[config.mk]
export PLATFORM = sky130hd
export DESIGN_NAME = decimal_seven_segment_encoder_core
export DESIGN_NICKNAME = d
export VERILOG_FILES = /design/src/rtl/dsse_pkg.sv /design/src/rtl/dsse_ctrl.sv /design/src/rtl/dsse_datapath.sv /design/src/rtl/decimal_seven_segment_encoder_core.sv
export SDC_FILE = /design/constraint.sdc
export NUM_CORES = 1
export LEC_CHECK = 0
export BUFFER_PORTS_ARGS = -buffer_cell sky130_fd_sc_hd__buf_2
export CAP_MARGIN = 30
export CORE_MARGIN = 2
export CORE_UTILIZATION = 45
export CTS_BUF_LIST = sky130_fd_sc_hd__clkbuf_4
export CTS_CLUSTER_DIAMETER = 150
export CTS_CLUSTER_SIZE = 20
export DETAILED_ROUTE_END_ITERATION = 10
export HOLD_SLACK_MARGIN = 0.05
export SLEW_MARGIN = 20
export SYNTH_ARGS = -nofsm -noshare
export SYNTH_HDL_FRONTEND = slang
export SYNTH_SLANG_ARGS = --single-unit
[constraint.sdc]
create_clock -name clk -period 25.1 [get_ports clk]
set_input_delay 2.51 -clock clk [delete_from_list [all_inputs] [get_ports clk]]
set_output_delay 2.51 -clock clk [all_outputs]
set_load 0.02 [all_outputs]
[src/rtl/dsse_pkg.sv]
package dsse_pkg;

  localparam int VALUE_BITS_DEFAULT = 32;
  localparam int MAX_DIGITS_DEFAULT = 10;

  localparam int NUM_SEGS  = 7;
  localparam int POS_W     = 3;
  localparam int CFG_IDX_W = 3;
  localparam int CFG_W     = POS_W;
  localparam int DIGIT_W   = 4;
  localparam int SEG_W     = 8;
  localparam int RADIX     = 10;
  // dividend bits consumed per divider cycle
  localparam int STEP_BITS = 8;

  localparam logic [SEG_W-1:0] SEG_TOP_BIT = 8'h80;

  // configuration register indexes
  localparam logic [CFG_IDX_W-1:0] REG_POS_SEG_A = 3'd0;
  localparam logic [CFG_IDX_W-1:0] REG_POS_SEG_B = 3'd1;
  localparam logic [CFG_IDX_W-1:0] REG_POS_SEG_C = 3'd2;
  localparam logic [CFG_IDX_W-1:0] REG_POS_SEG_D = 3'd3;
  localparam logic [CFG_IDX_W-1:0] REG_POS_SEG_E = 3'd4;
  localparam logic [CFG_IDX_W-1:0] REG_POS_SEG_F = 3'd5;
  localparam logic [CFG_IDX_W-1:0] REG_POS_SEG_G = 3'd6;

  typedef logic [NUM_SEGS-1:0][POS_W-1:0] pos_arr_t;

  typedef struct packed {
    logic load;
    logic step;
    logic emit;
  } dsse_cmd_t;

  typedef struct packed {
    logic in_zero;
    logic div_last;
    logic last;
    logic out_busy;
  } dsse_stat_t;

  // bit k set means segment k lit, A is bit 0
  function automatic logic [NUM_SEGS-1:0] digit_segs(input logic [DIGIT_W-1:0] digit);
    logic [NUM_SEGS-1:0] lit;
    unique case (digit)
      4'd0:    lit = 7'h3F;
      4'd1:    lit = 7'h06;
      4'd2:    lit = 7'h5B;
      4'd3:    lit = 7'h4F;
      4'd4:    lit = 7'h66;
      4'd5:    lit = 7'h6D;
      4'd6:    lit = 7'h7C;
      4'd7:    lit = 7'h07;
      4'd8:    lit = 7'h7F;
      4'd9:    lit = 7'h6F;
      default: lit = '0;
    endcase
    return lit;
  endfunction

  // segments sharing a position merge by or
  function automatic logic [SEG_W-1:0] seg_pattern(input logic [DIGIT_W-1:0] digit,
                                                   input pos_arr_t pos);
    logic [NUM_SEGS-1:0] lit;
    logic [SEG_W-1:0]    pat;
    lit = digit_segs(digit);
    pat = '0;
    for (int k = 0; k < NUM_SEGS; k++) begin
      if (lit[k]) begin
        pat = pat | (SEG_TOP_BIT >> pos[k]);
      end
    end
    return pat;
  endfunction

endpackage

[src/rtl/dsse_ctrl.sv]
module dsse_ctrl
  import dsse_pkg::*;
(
  input  logic       clk,
  input  logic       rst,
  input  logic       in_valid,
  input  dsse_stat_t stat,
  output dsse_cmd_t  cmd,
  output logic       in_stall
);

  typedef enum logic [2:0] {
    ST_IDLE   = 3'b001,
    ST_DIVIDE = 3'b010,
    ST_EMIT   = 3'b100
  } state_t;

  state_t state, state_next;

  always_ff @(posedge clk) begin
    if (rst) begin
      state <= ST_IDLE;
    end else begin
      state <= state_next;
    end
  end

  always_comb begin
    state_next = state;
    cmd        = '0;
    in_stall   = 1'b1;
    unique case (state)
      ST_IDLE: begin
        in_stall = 1'b0;
        if (in_valid) begin
          cmd.load = 1'b1;
          // zero produces no digits
          if (!stat.in_zero) begin
            state_next = ST_DIVIDE;
          end
        end
      end
      ST_DIVIDE: begin
        cmd.step = 1'b1;
        if (stat.div_last) begin
          state_next = ST_EMIT;
        end
      end
      ST_EMIT: begin
        if (!stat.out_busy) begin
          cmd.emit   = 1'b1;
          state_next = stat.last ? ST_IDLE : ST_DIVIDE;
        end
      end
      default: begin
        state_next = ST_IDLE;
      end
    endcase
  end

endmodule

[src/rtl/dsse_datapath.sv]
module dsse_datapath
  import dsse_pkg::*;
#(
  parameter int VALUE_BITS = VALUE_BITS_DEFAULT,
  parameter int MAX_DIGITS = MAX_DIGITS_DEFAULT
) (
  input  logic                  clk,
  input  logic                  rst,
  input  logic [VALUE_BITS-1:0] value,
  input  dsse_cmd_t             cmd,
  output dsse_stat_t            stat,
  input  logic                  cfg_we,
  input  logic [CFG_IDX_W-1:0]  cfg_index,
  input  logic [CFG_W-1:0]      cfg_data,
  input  logic                  out_stall,
  output logic                  out_valid,
  output logic [SEG_W-1:0]      segment_byte,
  output logic [DIGIT_W-1:0]    digit_value,
  output logic                  last_digit
);

  localparam int ITER     = (VALUE_BITS + STEP_BITS - 1) / STEP_BITS;
  localparam int PAD_BITS = ITER * STEP_BITS;
  localparam int ITER_W   = (ITER > 1) ? $clog2(ITER) : 1;
  localparam int CNT_W    = $clog2(MAX_DIGITS);

  pos_arr_t            pos;
  logic [PAD_BITS-1:0] work, work_next;
  logic [DIGIT_W-1:0]  rem, rem_next;
  logic [ITER_W-1:0]   iter;
  logic [CNT_W-1:0]    cnt;
  logic                last;

  // segment position registers
  always_ff @(posedge clk) begin
    if (rst) begin
      for (int k = 0; k < NUM_SEGS; k++) begin
        pos[k] <= POS_W'(k);
      end
    end else if (cfg_we && cfg_index <= REG_POS_SEG_G) begin
      pos[cfg_index] <= cfg_data;
    end
  end

  // restoring divide by ten, STEP_BITS quotient bits per cycle
  always_comb begin
    logic [DIGIT_W:0]     r;
    logic [DIGIT_W-1:0]   rc;
    logic [STEP_BITS-1:0] q;
    rc = rem;
    q  = '0;
    for (int j = 0; j < STEP_BITS; j++) begin
      r = {rc, work[PAD_BITS-1-j]};
      if (r >= (DIGIT_W+1)'(RADIX)) begin
        rc = DIGIT_W'(r - (DIGIT_W+1)'(RADIX));
        q[STEP_BITS-1-j] = 1'b1;
      end else begin
        rc = r[DIGIT_W-1:0];
      end
    end
    rem_next  = rc;
    work_next = (work << STEP_BITS) | PAD_BITS'(q);
  end

  always_ff @(posedge clk) begin
    if (cmd.load) begin
      work <= PAD_BITS'(value);
      rem  <= '0;
      iter <= '0;
      cnt  <= '0;
    end else if (cmd.step) begin
      work <= work_next;
      rem  <= rem_next;
      iter <= ITER_W'(iter + 1'b1);
    end else if (cmd.emit) begin
      rem  <= '0;
      iter <= '0;
      cnt  <= CNT_W'(cnt + 1'b1);
    end
  end

  // after a full division work holds the quotient
  assign last = (work == '0) || (cnt == CNT_W'(MAX_DIGITS - 1));

  always_ff @(posedge clk) begin
    if (rst) begin
      out_valid <= 1'b0;
    end else if (cmd.emit) begin
      out_valid <= 1'b1;
    end else if (!out_stall) begin
      out_valid <= 1'b0;
    end
  end

  always_ff @(posedge clk) begin
    if (cmd.emit) begin
      segment_byte <= seg_pattern(rem, pos);
      digit_value  <= rem;
      last_digit   <= last;
    end
  end

  assign stat.in_zero  = (value == '0);
  assign stat.div_last = (iter == ITER_W'(ITER - 1));
  assign stat.last     = last;
  assign stat.out_busy = out_valid && out_stall;

endmodule

[src/rtl/decimal_seven_segment_encoder_core.sv]
// Decimal seven-segment encoder.
// Input channel (value, in_valid, in_stall): one transaction carries an
// unsigned number. Output channel (segment_byte, digit_value, last_digit,
// out_valid, out_stall): one transaction per decimal digit, least significant
// first, last_digit set on the most significant one (or on digit MAX_DIGITS).
// A value of zero is accepted and produces no output.
// Each digit comes from a divide-by-ten unit that takes 8 dividend bits per
// cycle; once the division of the remaining value is complete, the digit is
// loaded into the output register.
// A new value is taken once the last digit of the previous one is in the
// output register; the receiver may still hold that digit.
// When the receiver stalls, the output register holds its digit and the
// divider waits with the next one until the register frees up.
// The user must write segment positions (cfg_we/cfg_index/cfg_data) only
// while idle; the block does not enforce it. Position p lights bit 0x80 >> p.
// Reset restores positions A..G = 0..6, empties the output register and
// returns to idle.
module decimal_seven_segment_encoder_core
  import dsse_pkg::*;
#(
  parameter int VALUE_BITS = VALUE_BITS_DEFAULT,
  parameter int MAX_DIGITS = MAX_DIGITS_DEFAULT
) (
  input  logic                  clk,
  input  logic                  rst,
  input  logic                  in_valid,
  output logic                  in_stall,
  input  logic [VALUE_BITS-1:0] value,
  output logic                  out_valid,
  input  logic                  out_stall,
  output logic [SEG_W-1:0]      segment_byte,
  output logic [DIGIT_W-1:0]    digit_value,
  output logic                  last_digit,
  input  logic                  cfg_we,
  input  logic [CFG_IDX_W-1:0]  cfg_index,
  input  logic [CFG_W-1:0]      cfg_data
);

  dsse_cmd_t  cmd;
  dsse_stat_t stat;

  dsse_ctrl u_ctrl (
    .clk      (clk),
    .rst      (rst),
    .in_valid (in_valid),
    .stat     (stat),
    .cmd      (cmd),
    .in_stall (in_stall)
  );

  dsse_datapath #(
    .VALUE_BITS (VALUE_BITS),
    .MAX_DIGITS (MAX_DIGITS)
  ) u_datapath (
    .clk          (clk),
    .rst          (rst),
    .value        (value),
    .cmd          (cmd),
    .stat         (stat),
    .cfg_we       (cfg_we),
    .cfg_index    (cfg_index),
    .cfg_data     (cfg_data),
    .out_stall    (out_stall),
    .out_valid    (out_valid),
    .segment_byte (segment_byte),
    .digit_value  (digit_value),
    .last_digit   (last_digit)
  );

  // a pending digit is never overwritten
  assert property (@(posedge clk) disable iff (rst)
    cmd.emit |-> !(out_valid && out_stall))
    else $error("digit emitted over a stalled result");

  // a nonzero value starts work and blocks further input
  assert property (@(posedge clk) disable iff (rst)
    (in_valid && !in_stall && value != '0) |=> in_stall)
    else $error("input not blocked while dividing");

  // the divider only runs while input is blocked
  assert property (@(posedge clk) disable iff (rst)
    cmd.step |-> (in_stall && !cmd.load && !cmd.emit))
    else $error("divider step outside of busy phase");

  // every emitted digit appears on the output
  assert property (@(posedge clk) disable iff (rst)
    cmd.emit |=> out_valid)
    else $error("emitted digit not presented");

endmodule

# Word-level counts from Yosys, hierarchy flattened
# Memory sizes are Yosys's and may differ from the RTL's. A register that Yosys moved wholly into a read port is not among the register bits.
# Cells that the tools add are included.
[totals] reg_bits=80 romBits=112 output_inout_bits=15 elab_cells=128 mem_count=1
[mem_list] name="(name not given)" words=16 width=7 read_ports=1 rd_clocked_by_memory_dff=1 write_ports=0 line="dsse_pkg.sv:45" rtl="unique case (digit)"
[classes] addsub=10 n_lt_le_gt_ge=11 n_eq_ne=10 shifts=7 n_mux=55 n_bitwise=8 n_reduce_logical=10
[ops] operator="8-bit 2-to-1 mux" n=13
[ops] operator="32-bit zero test" n=2
[ops] operator="32-bit 2-to-1 mux" n=2
[ops] operator="8-bit by 3-bit >> shifter with 8-bit output (first input constant)" n=7
[ops] operator="4-bit 2-to-1 mux" n=12
[ops] operator="8-bit OR" n=6
[ops] operator="5-bit by 4-bit greater-or-equal comparator with 1-bit output (second input constant)" n=8
[ops] operator="32-bit by 8-bit OR with 32-bit output" n=1
[ops] operator="4-bit subtractor (second input constant)" n=8
[ops] operator="21-bit bitwise mux" n=1
[ops] operator="1-bit 2-to-1 mux" n=16
[ops] operator="3-bit 2-to-1 mux" n=5
[ops] operator="3-bit demux with 3-bit select" n=1
[ops] operator="3-bit case mux with 3 select lines" n=1
[ops] operator="2-bit != test (second input constant)" n=4
[ops] operator="7-bit 2-to-1 mux" n=1
[ops] operator="2-bit 2-to-1 mux" n=3
[ops] operator="4-bit by 1-bit adder with 4-bit output (second input constant)" n=1
[ops] operator="4-bit == test (second input constant)" n=1
[ops] operator="3-bit by 4-bit less-than comparator with 1-bit output (second input constant)" n=1
[ops] operator="4-bit AND reduction" n=1
[ops] operator="2-bit nonzero test" n=2
[ops] operator="3-bit by 1-bit == test with 1-bit output (second input constant)" n=1
[ops] operator="3-bit by 2-bit == test with 1-bit output (second input constant)" n=1
[ops] operator="10 further kinds" n=12

# Longest topological paths before layout
# Gate-level depths: netlist of the first run.
[depth] ltp_word=23 ltp_mapped=51

# Hierarchy
# From an unflattened synthesis of the first run, not the netlist that was laid out.
[unflattened] cells_unflattened=568 area_unflattened_um2=5461.5
[modules_own_cells] mod="dsse_datapath" instances=1 cells_each=541 area_per_inst_um2=5215.0 seq_area_each_um2=2132.0
[modules_own_cells] mod="dsse_ctrl" instances=1 cells_each=27 area_per_inst_um2=246.5 seq_area_each_um2=60.1

# Least setup slack after synthesis of the first run
# Ideal clock, no wire load.
[synth_timing] path_kind="register -> register" start="register u_datapath.rem[0]" end="register with a tool-made name" t_arrival_ns=8.543 required_time_ns=25.027 path_slack_ns=16.484 path_stages_with_launch=50 n_path_buf=2 period_less_slack_ns=8.616 cell_sequence="dfxtp_1 -> inv_1 -> ha_1 -> nor2b_1 -> or3_1 -> o21ai_2 -> ha_1 -> buf_2 -> nor3b_2 -> nor2_1 -> o21ai_2 -> a211oi_1 -> a21oi_1 -> ha_1 -> o2111a_1 -> a21o_4 -> xnor2_1 -> ha_1 -> (+14 left out) -> nor2_1 -> a211o_1 -> a2bb2oi_1 -> inv_1 -> ha_1 -> a211oi_2 -> a222oi_1 -> nor2_1 -> a21oi_1 -> ha_1 -> inv_1 -> a21o_1 -> o21ai_2 -> a21oi_1 -> nor2_1 -> ha_1 -> or4_4 -> o211ai_2"
[synth_rtl] element="from (decl)" line="dsse_datapath.sv:29" rtl="logic [DIGIT_W-1:0] rem, rem_next;"
[synth_rtl] element="from (signal assigned)" line="dsse_datapath.sv:73" rtl="rem <= rem_next;"

==> impl_metrics.yaml, run 1 <==
run_status:
  outcome: "complete, no violations"
flow_run:
  drv_cap: 0
sta:
  tightestPinTransition_ns: 0.651
  setup_failing_eps_final: 0
  report.final.slew_viol_count: 0
  finalWorstPathRequiredPeriod_ns: 9.91
  clock_skew_ns: 0.0261
  share_of_the_clock_period_used_by_the_worst_path: 0.395
  setup_total_negative_slack_ns: 0
  max_freq_ghz: 0.101
  unrepaired_setup_endpoints_after_global_routing: "false"
  max_slew_margin: 0.564
  hold_violations: 0
min_path:
  worstHoldPathType: "flop to flop"
floorplanning:
  die_span_x_um: 115
  placement_rows: 40
  design.core.area_um2: 12000
  dieArea_um2: 13200
  initial_utilization: 0.462
  die_h_um: 115
  ioPinCount: 58
routing:
  dr.first_iter.drc_count: 409
  detail_route.wirelength_um: 14400
  viasPerCell: 5.95
  drt_first_pass_iters: 5
  drt-wirelength-per-cell_um: 17.0
  drcViolationCount: 0
  final_antenna_net_count: 0
  detailroute.via_count: 5049
critical_path:
  cp_max_stage_cell: "sky130_fd_sc_hd__a222oi_1"
  worst_path_most_repeated_cell: "sky130_fd_sc_hd__ha_1"
  worst-setup-path-type: "flop to flop"
  crit_required_ns: 25.46
  critPathBufInv: 8
  critical_path_arrival_ns: 10.27
  critPathLaunchType: "flop"
  crit_fanout: 11
  critical_path.max_stage_delay_ns: 0.52
  worst_setup_path_end_kind: "flop"
  cp_top_family: "compound AO/OA/AOI/OAI gates"
finish:
  multi_input_comb_area_um2: 3090
  synthToLayoutAreaGrowth_pct: 10.4
  nFillCells: 1153
  layout.nets: 754
  seqCellArea_um2: 2190
  share_of_final_layout_standard_cells_stronger_than_drive_strength_1: 0.149
synthesis:
  synth_nets: 709
  yosysWarnings: 0
  avg_inst_size_synth_um2: 8.54
  yosys_register_bits: 87
  synth-main-ff-cell: "sky130_fd_sc_hd__edfxtp_1"
  syn-cell-area_um2: 5550
  yosysSeqAreaShare: 0.395
  syn-instance-count: 650
  number_of_synthesized_flops_with_an_enable_pin: 45
  asyncSetResetFlopFracSynth: 0
  post_synth_num_cell_types: 83
global_route:
  overall_routing_resource_usage: 0.228
  grt_first_pass_wirelength_um: 23600
  grt_max_degree: 44
  grt_antenna_before_repair: 2
  overflow: 0
  first_global_vias: 4690
clocking:
  cts_root_buffer: "sky130_fd_sc_hd__clkbuf_4"
  clock_sink_count: 87
  clock_insertion_delay_worst_skew_ns: 0.47
  cts.hold.buffers_added: 0
  clock_tree_from_tritoncts: "built"
  cts_resized: 0
  clk_pin_slew_worst_paths_ns: 0.15
  cts_htree_levels: 3
  cts_buffer_depth: 2
  numCtsBuffers: 9
  post_cts_buffers: 0
placed_design:
  port_buffers: 57
  hpwl_um: 11200
  gpl.final_weighted_congestion: 0.914
==> per-layer routing <==
metal | vias to the layer above | GRT usage | share of wire
met5 | - | 0 | 0.00048
met4 | 2 | 0.0779 | 0.024
met3 | 28 | 0.0501 | 0.056
met2 | 165 | 0.356 | 0.45
met1 | 2355 | 0.315 | 0.47
li1 | 2499 | - | -
==> sequential cells by signal, summed over array words and instances, names as in the netlist, named ones only <==
name,cells
u_datapath.pos,21
u_datapath.rem,4
u_datapath.out_valid,1
u_datapath.iter,2
u_ctrl.state,3
u_datapath.cnt,4
u_datapath.work,32
u_datapath.segment_byte,8
u_datapath.digit_value,4
u_datapath.last_digit,1
==> synthesized netlist by cell type (3+ instances only) <==
cell | number | area, µm²
sky130_fd_sc_hd__inv_1 | 28 | 105
sky130_fd_sc_hd__a21o_1 | 4 | 30.0
sky130_fd_sc_hd__o21a_1 | 3 | 22.5
sky130_fd_sc_hd__mux2i_1 | 13 | 130
sky130_fd_sc_hd__a21oi_1 | 32 | 160
sky130_fd_sc_hd__o31ai_1 | 4 | 30.0
sky130_fd_sc_hd__buf_2 | 3 | 15.0
sky130_fd_sc_hd__clkinv_1 | 3 | 11.3
sky130_fd_sc_hd__o311ai_0 | 3 | 26.3
sky130_fd_sc_hd__or3_1 | 4 | 25.0
sky130_fd_sc_hd__and2_1 | 4 | 25.0
sky130_fd_sc_hd__o22ai_1 | 5 | 31.3
sky130_fd_sc_hd__buf_6 | 4 | 45.0
sky130_fd_sc_hd__edfxtp_1 | 45 | 1350
sky130_fd_sc_hd__nand2b_1 | 10 | 62.6
sky130_fd_sc_hd__nor2_1 | 69 | 259
sky130_fd_sc_hd__nand3b_1 | 7 | 52.6
sky130_fd_sc_hd__o21ai_2 | 4 | 35.0
sky130_fd_sc_hd__mux2_2 | 3 | 33.8
sky130_fd_sc_hd__nor2b_1 | 11 | 68.8
sky130_fd_sc_hd__and3_1 | 3 | 18.8
sky130_fd_sc_hd__ha_1 | 16 | 200
sky130_fd_sc_hd__o211ai_1 | 7 | 52.6
sky130_fd_sc_hd__clkbuf_1 | 15 | 56.3
sky130_fd_sc_hd__a211o_1 | 11 | 96.3
sky130_fd_sc_hd__nand2_1 | 112 | 420
sky130_fd_sc_hd__a211oi_2 | 3 | 37.5
sky130_fd_sc_hd__o21ai_1 | 3 | 15.0
sky130_fd_sc_hd__nor3_1 | 20 | 100
sky130_fd_sc_hd__a211oi_1 | 7 | 52.6
sky130_fd_sc_hd__nand4b_1 | 7 | 61.3
sky130_fd_sc_hd__nor4_1 | 17 | 106
sky130_fd_sc_hd__buf_1 | 4 | 15.0
sky130_fd_sc_hd__nand3_1 | 14 | 70.1
sky130_fd_sc_hd__o21ai_0 | 14 | 70.1
sky130_fd_sc_hd__nand4_1 | 15 | 93.8
sky130_fd_sc_hd__nor3b_1 | 15 | 113
sky130_fd_sc_hd__dfxtp_1 | 42 | 841
sky130_fd_sc_hd__a31oi_1 | 9 | 56.3
sky130_fd_sc_hd__o31a_1 | 3 | 26.3
==> through the flow <==
step | instance area [µm²] | cells | hold WS, ns | worst slack [ns] | utilization
after global routing | 6130 | 848 | 0.516 | 14.20 | 0.511
after floorplan | 5550 | 650 | 0.431 | 16.48 | -
final | 6130 | 848 | 0.493 | 15.19 | 0.511
after detailed placement | 5910 | 831 | 0.470 | 15.40 | 0.492
after CTS | 6130 | 847 | 0.490 | 15.36 | 0.510
after global placement | 5910 | 831 | 0.458 | 15.66 | 0.492
==> final cells by class <==
type | instances | area share
diodes | 1 | 0.000408
clock buffers | 9 | 0.0110
inverters | 34 | 0.0216
flip-flops and latches | 87 | 0.357
well taps | 147 | 0.0300
multi-input cells | 502 | 0.504
repair buffers | 61 | 0.0514
clock inverters | 7 | 0.0243
==> cells by family after synthesis <==
| kind of cell | count (synthesis) | synth area share |
|---|---|---|
| mux | 17 | 0.0336 |
| buf+inv | 61 | 0.0489 |
| flops | 87 | 0.395 |
| compound gates | 147 | 0.197 |
| xor+xnor | 4 | 0.00631 |
| simple gates | 318 | 0.284 |
| fa+ha+maj | 16 | 0.0361 |
==> final timing paths <==
kind / startpoint / end / slack [ns] / depth (start not counted)
worst max-delay path: u_datapath.rem[1]$_SDFFE_PP0N_ / flop / 15.19 / 46
worst max register to register: u_datapath.rem[1]$_SDFFE_PP0N_ / flop / 15.19 / 46
worst min register to register: u_datapath.iter[1]$_SDFFE_PP0N_ / u_datapath.iter[1]$_SDFFE_PP0N_ / 0.49 / 2
worst min-delay path: u_datapath.iter[1]$_SDFFE_PP0N_ / u_datapath.iter[1]$_SDFFE_PP0N_ / 0.49 / 2
==> placed cells by master, fill, tap and decap left out, types with 13 or more instances in the layout <==
cell type,count
sky130_fd_sc_hd__mux2i_1,13
sky130_fd_sc_hd__nor4_1,17
sky130_fd_sc_hd__o21ai_0,14
sky130_fd_sc_hd__buf_2,57
sky130_fd_sc_hd__a21oi_1,32
sky130_fd_sc_hd__ha_1,16
sky130_fd_sc_hd__inv_1,28
sky130_fd_sc_hd__dfxtp_1,42
sky130_fd_sc_hd__nand4_1,15
sky130_fd_sc_hd__nor2_1,69
sky130_fd_sc_hd__nor3b_1,15
sky130_fd_sc_hd__edfxtp_1,45
sky130_fd_sc_hd__nor3_1,20
sky130_fd_sc_hd__nand2_1,112
sky130_fd_sc_hd__nand3_1,14
==> worst register-to-register path, delay by kind of cell, from the launching register on <==
family                   cells  cell delay (ns)
flip-flops                   1             0.48
buffers and inverters        8             0.83
XOR/XNOR                     1             0.07
AO/OA/AOI/OAI               20             4.47
multiplexers                 1             0.11
AND/OR/NAND/NOR              8             1.65
adder cells (fa/ha/maj)      8             2.18
Power of run 1 is left out: the tool's default activity adds up to more than one toggle a clock period on the data nets, which glitch-free logic cannot reach.
==> run 2, diff against run 1 <==
- PLACE_DENSITY: not set -> 0.66
- clock period: 25.1 -> 8.8 ns (I/O delays scaled with it)
==> run 2 against run 1 <==
Largest cell class unchanged. Fmax grew 19%. Register-to-register slack lost 15 ns. Global-route usage shrank 0.61 points. Via count grew 2.9%. Setup slack lost 15 ns. Sequential share of layout area shrank 0.86 points.
==> impl_metrics.yaml, run 2 (synthesized netlist as in run 1, its figures left out) <==
run_status:
  outcome: "complete, no violations"
critical_path:
  worst_r2r_path_depth: 47
  critical_path.max_stage_delay_ns: 0.37
  crit_fanout: 6
  worst-setup-path-type: "flop to flop"
  worst_path_most_repeated_cell: "sky130_fd_sc_hd__ha_1"
  critical_path_arrival_ns: 8.69
  worst_setup_path_end_kind: "flop"
  crit_required_ns: 9.16
  cp_max_stage_cell: "sky130_fd_sc_hd__dfxtp_2"
  regToRegSetupSlack_ns: 0.47
  worst_setup_path_startpoint: "u_datapath.rem[0]$_SDFFE_PP0N_"
  critPathLaunchType: "flop"
  worst_r2r_startpoint: "u_datapath.rem[0]$_SDFFE_PP0N_"
clocking:
  clk_pin_slew_worst_paths_ns: 0.14
  clock_sink_count: 87
  numCtsBuffers: 9
  clock_insertion_delay_worst_skew_ns: 0.45
  cts_htree_levels: 3
  cts.hold.buffers_added: 0
  cts_root_buffer: "sky130_fd_sc_hd__clkbuf_4"
  clock_tree_from_tritoncts: "built"
  cts_buffer_depth: 2
placed_design:
  port_buffers: 57
  hpwl_um: 10800
  gpl.final_weighted_congestion: 0.903
routing:
  detailroute.via_count: 5194
  viasPerCell: 5.98
  dr.first_iter.drc_count: 433
  drt_first_pass_iters: 5
  final_antenna_net_count: 0
  drcViolationCount: 0
  detail_route.wirelength_um: 14400
  drt-wirelength-per-cell_um: 16.6
flow_run:
  drv_cap: 0
finish:
  flip_flop_count_of_the_largest_register_after_layout: 32
  reg_top3: "u_datapath.work x32, u_datapath.pos x21, u_datapath.segment_byte x8"
  largest-register: "u_datapath.work"
  layout.nets: 775
  most_common_cell_after_layout_fill_and_taps_aside: "sky130_fd_sc_hd__nand2_1"
  antennaDiodeCount: 0
  final_cell_mix: "sky130_fd_sc_hd__nand2_1 (112), sky130_fd_sc_hd__nor2_1 (66), sky130_fd_sc_hd__buf_2 (57)"
  nFillCells: 1119
  share_of_final_layout_standard_cells_stronger_than_drive_strength_1: 0.202
  synthToLayoutAreaGrowth_pct: 13.3
sta:
  setup_total_negative_slack_ns: 0
  hold_violations: 0
  max_slew_margin: 0.513
  max_freq_ghz: 0.120
  share_of_the_clock_period_used_by_the_worst_path: 0.947
  finalWorstPathRequiredPeriod_ns: 8.33
  setup_failing_eps_final: 0
  clock_skew_ns: 0.0280
  tightestPinTransition_ns: 0.727
  report.final.slew_viol_count: 0
global_route:
  grt_first_pass_wirelength_um: 23500
  overflow: 0
  grt_max_degree: 43
  overall_routing_resource_usage: 0.222
  grt_antenna_before_repair: 0
  first_global_vias: 4693
min_path:
  min_path_cells: 2
  worstHoldPathType: "flop to flop"
floorplanning:
  die_h_um: 115
  die_span_x_um: 115
  ioPinCount: 58
  placement_rows: 40
  dieArea_um2: 13200
  initial_utilization: 0.462
  design.core.area_um2: 12000
run 2: worst max-delay path: cells and delay by family, from the launching register on:
family          cells  cell delay (ns)
fa+ha+maj           9             2.06
simple gates        8             1.04
flops               1             0.37
compound gates     22             4.05
xor+xnor            1             0.07
buf+inv             7             0.67
run 2: per-stage QoR:
step / util / cell area, µm² / std cells / hold WS (ns) / setup slack [ns]
after floorplan: - / 5550 / 650 / 0.431 / 0.184
after global placement: 0.499 / 5990 / 841 / 0.460 / 0.193
after detailed placement: 0.499 / 5990 / 841 / 0.469 / -0.306
after CTS: 0.511 / 6140 / 860 / 0.488 / 0.0306
after global routing: 0.524 / 6290 / 868 / 0.522 / -0.111
final: 0.524 / 6290 / 868 / 0.485 / 0.468
run 2: cell type report:
class / count / area [µm²] / share of cell area
Sequential cell: 87 / 2190 / 0.349
Tap cell: 147 / 184 / 0.0292
Clock inverter: 6 / 42.5 / 0.00676
Clock buffer: 10 / 75.1 / 0.0119
Inverter: 34 / 133 / 0.0211
Multi-Input combinational cell: 502 / 3190 / 0.507
Timing Repair Buffer: 82 / 473 / 0.0752
run 2: worst min-delay path by stage:
stage                                         start                                   to  slack [ns]
global placement    u_datapath.iter[1]$_SDFFE_PP0N_      u_datapath.iter[1]$_SDFFE_PP0N_        0.46
global route        u_datapath.iter[1]$_SDFFE_PP0N_      u_datapath.iter[1]$_SDFFE_PP0N_        0.52
detailed placement  u_datapath.iter[1]$_SDFFE_PP0N_      u_datapath.iter[1]$_SDFFE_PP0N_        0.47
floorplan            u_datapath.rem[3]$_SDFFE_PP0N_  u_datapath.digit_value[3]$_DFFE_PP_        0.43
CTS                 u_datapath.iter[1]$_SDFFE_PP0N_      u_datapath.iter[1]$_SDFFE_PP0N_        0.49
finish              u_datapath.iter[1]$_SDFFE_PP0N_      u_datapath.iter[1]$_SDFFE_PP0N_        0.49
run 2: routing by layer:
metal,share of wire,vias up,track usage
li1,-,2530,-
met1,0.47,2463,0.318
met2,0.47,187,0.350
met3,0.058,14,0.0364
met4,0.010,0,0.0602
met5,0,-,0
run 2: what timing repair did:
action,CTS,global route
setup buffers,3,8
gates cloned,0,0
gates resized for setup,6,21
pin swaps,1,6
setup endpoints to repair,7,11
Power of run 2 is left out for the same reason.
==> run 3, diff against run 2 <==
- PLACE_DENSITY: 0.66 -> not set
- clock period: 8.8 -> 10.05 ns (I/O delays scaled with it)
==> run 3 against run 2 <==
Worst hold slack worse by 0.0024 ns. Global-route usage increased by 0.98 points. Fmax fell by 11%. Sequential share of layout area rose by 0.90 points. First-iteration DRC count rose by 5.1%. Via count down 2.1%. Core utilization shrank 1.4 points. Clock skew decreased by 0.012 ns. Routed wire length up 1.7%. Register-to-register slack improved by 0.23 ns. Flip-flop and latch count stayed put. Die area stayed put.
==> impl_metrics.yaml, run 3 (synthesized netlist as in run 1, its figures left out) <==
clocking:
  clock_sink_count: 87
  clock_insertion_delay_worst_skew_ns: 0.46
  numCtsBuffers: 9
  cts.hold.buffers_added: 0
  clock_tree_from_tritoncts: "built"
  cts_buffer_depth: 2
  clk_pin_slew_worst_paths_ns: 0.14
  cts_htree_levels: 3
  cts_root_buffer: "sky130_fd_sc_hd__clkbuf_4"
sta:
  max_slew_margin: 0.553
  finalWorstPathRequiredPeriod_ns: 9.35
  setup_failing_eps_final: 0
  report.final.slew_viol_count: 0
  tightestPinTransition_ns: 0.666
  hold_violations: 0
  max_freq_ghz: 0.107
  share_of_the_clock_period_used_by_the_worst_path: 0.931
  clock_skew_ns: 0.0164
  worst_slack_ns: 0.698
placed_design:
  placed_area_um2: 5920
  worst_case_setup_slack_after_placement_ns: 0.357
  hpwl_um: 11200
  gpl.final_weighted_congestion: 0.912
  port_buffers: 57
global_route:
  grt_antenna_before_repair: 0
  first_global_vias: 4641
  routing_layer_with_the_top_usage_in_global_route: "met2"
  gr-usage-met1: 0.326
  use_met2: 0.352
  grt_max_degree: 44
  globalRouteMet3Util: 0.0522
  grt_first_pass_wirelength_um: 23900
  overall_routing_resource_usage: 0.232
  overflow: 0
critical_path:
  worst_setup_path_end_kind: "flop"
  cp_max_stage_cell: "sky130_fd_sc_hd__a222oi_1"
  critPathLaunchType: "flop"
  crit_fanout: 10
  worst-setup-path-type: "flop to flop"
  worst_setup_path_startpoint: "u_datapath.rem[1]$_SDFFE_PP0N_"
  crit_required_ns: 10.42
  critical_path.max_stage_delay_ns: 0.55
  worst_r2r_startpoint: "u_datapath.rem[1]$_SDFFE_PP0N_"
  critical_path_arrival_ns: 9.72
  worst_path_most_repeated_cell: "sky130_fd_sc_hd__ha_1"
routing:
  final_antenna_net_count: 0
  drcViolationCount: 0
  detailroute.via_count: 5086
  detail_route.wirelength_um: 14700
  dr.first_iter.drc_count: 455
  drt_first_pass_iters: 5
  drt-wirelength-per-cell_um: 17.2
  viasPerCell: 5.95
run_status:
  outcome: "complete, no violations"
min_path:
  worstHoldPathType: "flop to flop"
  hold_path_startpoint: "u_datapath.iter[1]$_SDFFE_PP0N_"
finish:
  fin_area_um2: 6120
  reg_top3: "u_datapath.work x32, u_datapath.pos x21, u_datapath.segment_byte x8"
  synthToLayoutAreaGrowth_pct: 10.3
  share_of_final_layout_standard_cells_stronger_than_drive_strength_1: 0.171
  layout.nets: 762
  most_common_cell_after_layout_fill_and_taps_aside: "sky130_fd_sc_hd__nand2_1"
  flip_flop_count_of_the_largest_register_after_layout: 32
  final_cell_mix: "sky130_fd_sc_hd__nand2_1 (112), sky130_fd_sc_hd__nor2_1 (67), sky130_fd_sc_hd__buf_2 (57)"
  antennaDiodeCount: 0
  largest-register: "u_datapath.work"
floorplanning:
  die_h_um: 115
  design.core.area_um2: 12000
  dieArea_um2: 13200
  ioPinCount: 58
  die_span_x_um: 115
  placement_rows: 40
  initial_utilization: 0.462
flow_run:
  drv_cap: 0
-- run 3: per-stage QoR --
step	TNS, ns	util	instances	hold slack [ns]
after global placement	0	0.493	832	0.459
after CTS	0	0.503	848	0.488
after floorplan	0	-	650	0.431
final	0	0.510	855	0.483
after global routing	-0.143	0.510	855	0.518
after detailed placement	0	0.493	832	0.468
-- run 3: cell type report --
class	instances	area (µm²)
fillers	1167	5890
well taps	147	184
flip-flops and latches	87	2190
multi-input cells	502	3120
repair buffers	69	375
inverters	34	133
clock inverters	6	43.8
clock buffers	10	75.1
-- run 3: per-layer routing --
| metal | vias up | wire [µm] |
|---|---|---|
| li1 | 2507 | - |
| met1 | 2366 | 6780 |
| met2 | 186 | 6640 |
| met3 | 27 | 874 |
| met4 | 0 | 385 |
| met5 | - | 0 |
-- run 3: repair_timing --
| action | 4_1_cts | 5_1_grt |
|---|---|---|
| setup buffers | 0 | 7 |
| endpoints found under the setup margin | 0 | 8 |
| resized for setup | 0 | 10 |
| endpoints found under the hold margin | 0 | 0 |
-- run 3: worst max-delay path, delay by kind of cell (launching register included) --
kind | cells | cell delay, ns
simple gates | 10 | 1.44
xor+xnor | 1 | 0.07
compound gates | 20 | 4.09
fa+ha+maj | 9 | 2.38
flops | 1 | 0.49
buf+inv | 8 | 0.80
-- run 3: worst paths after layout --
check | cells past startpoint | slack [ns] | end
max | 48 | 0.70 | flop
min | 2 | 0.48 | u_datapath.iter[1]$_SDFFE_PP0N_
max reg2reg | 48 | 0.70 | flop
min reg2reg | 2 | 0.48 | u_datapath.iter[1]$_SDFFE_PP0N_
Power of run 3 is left out for the same reason.
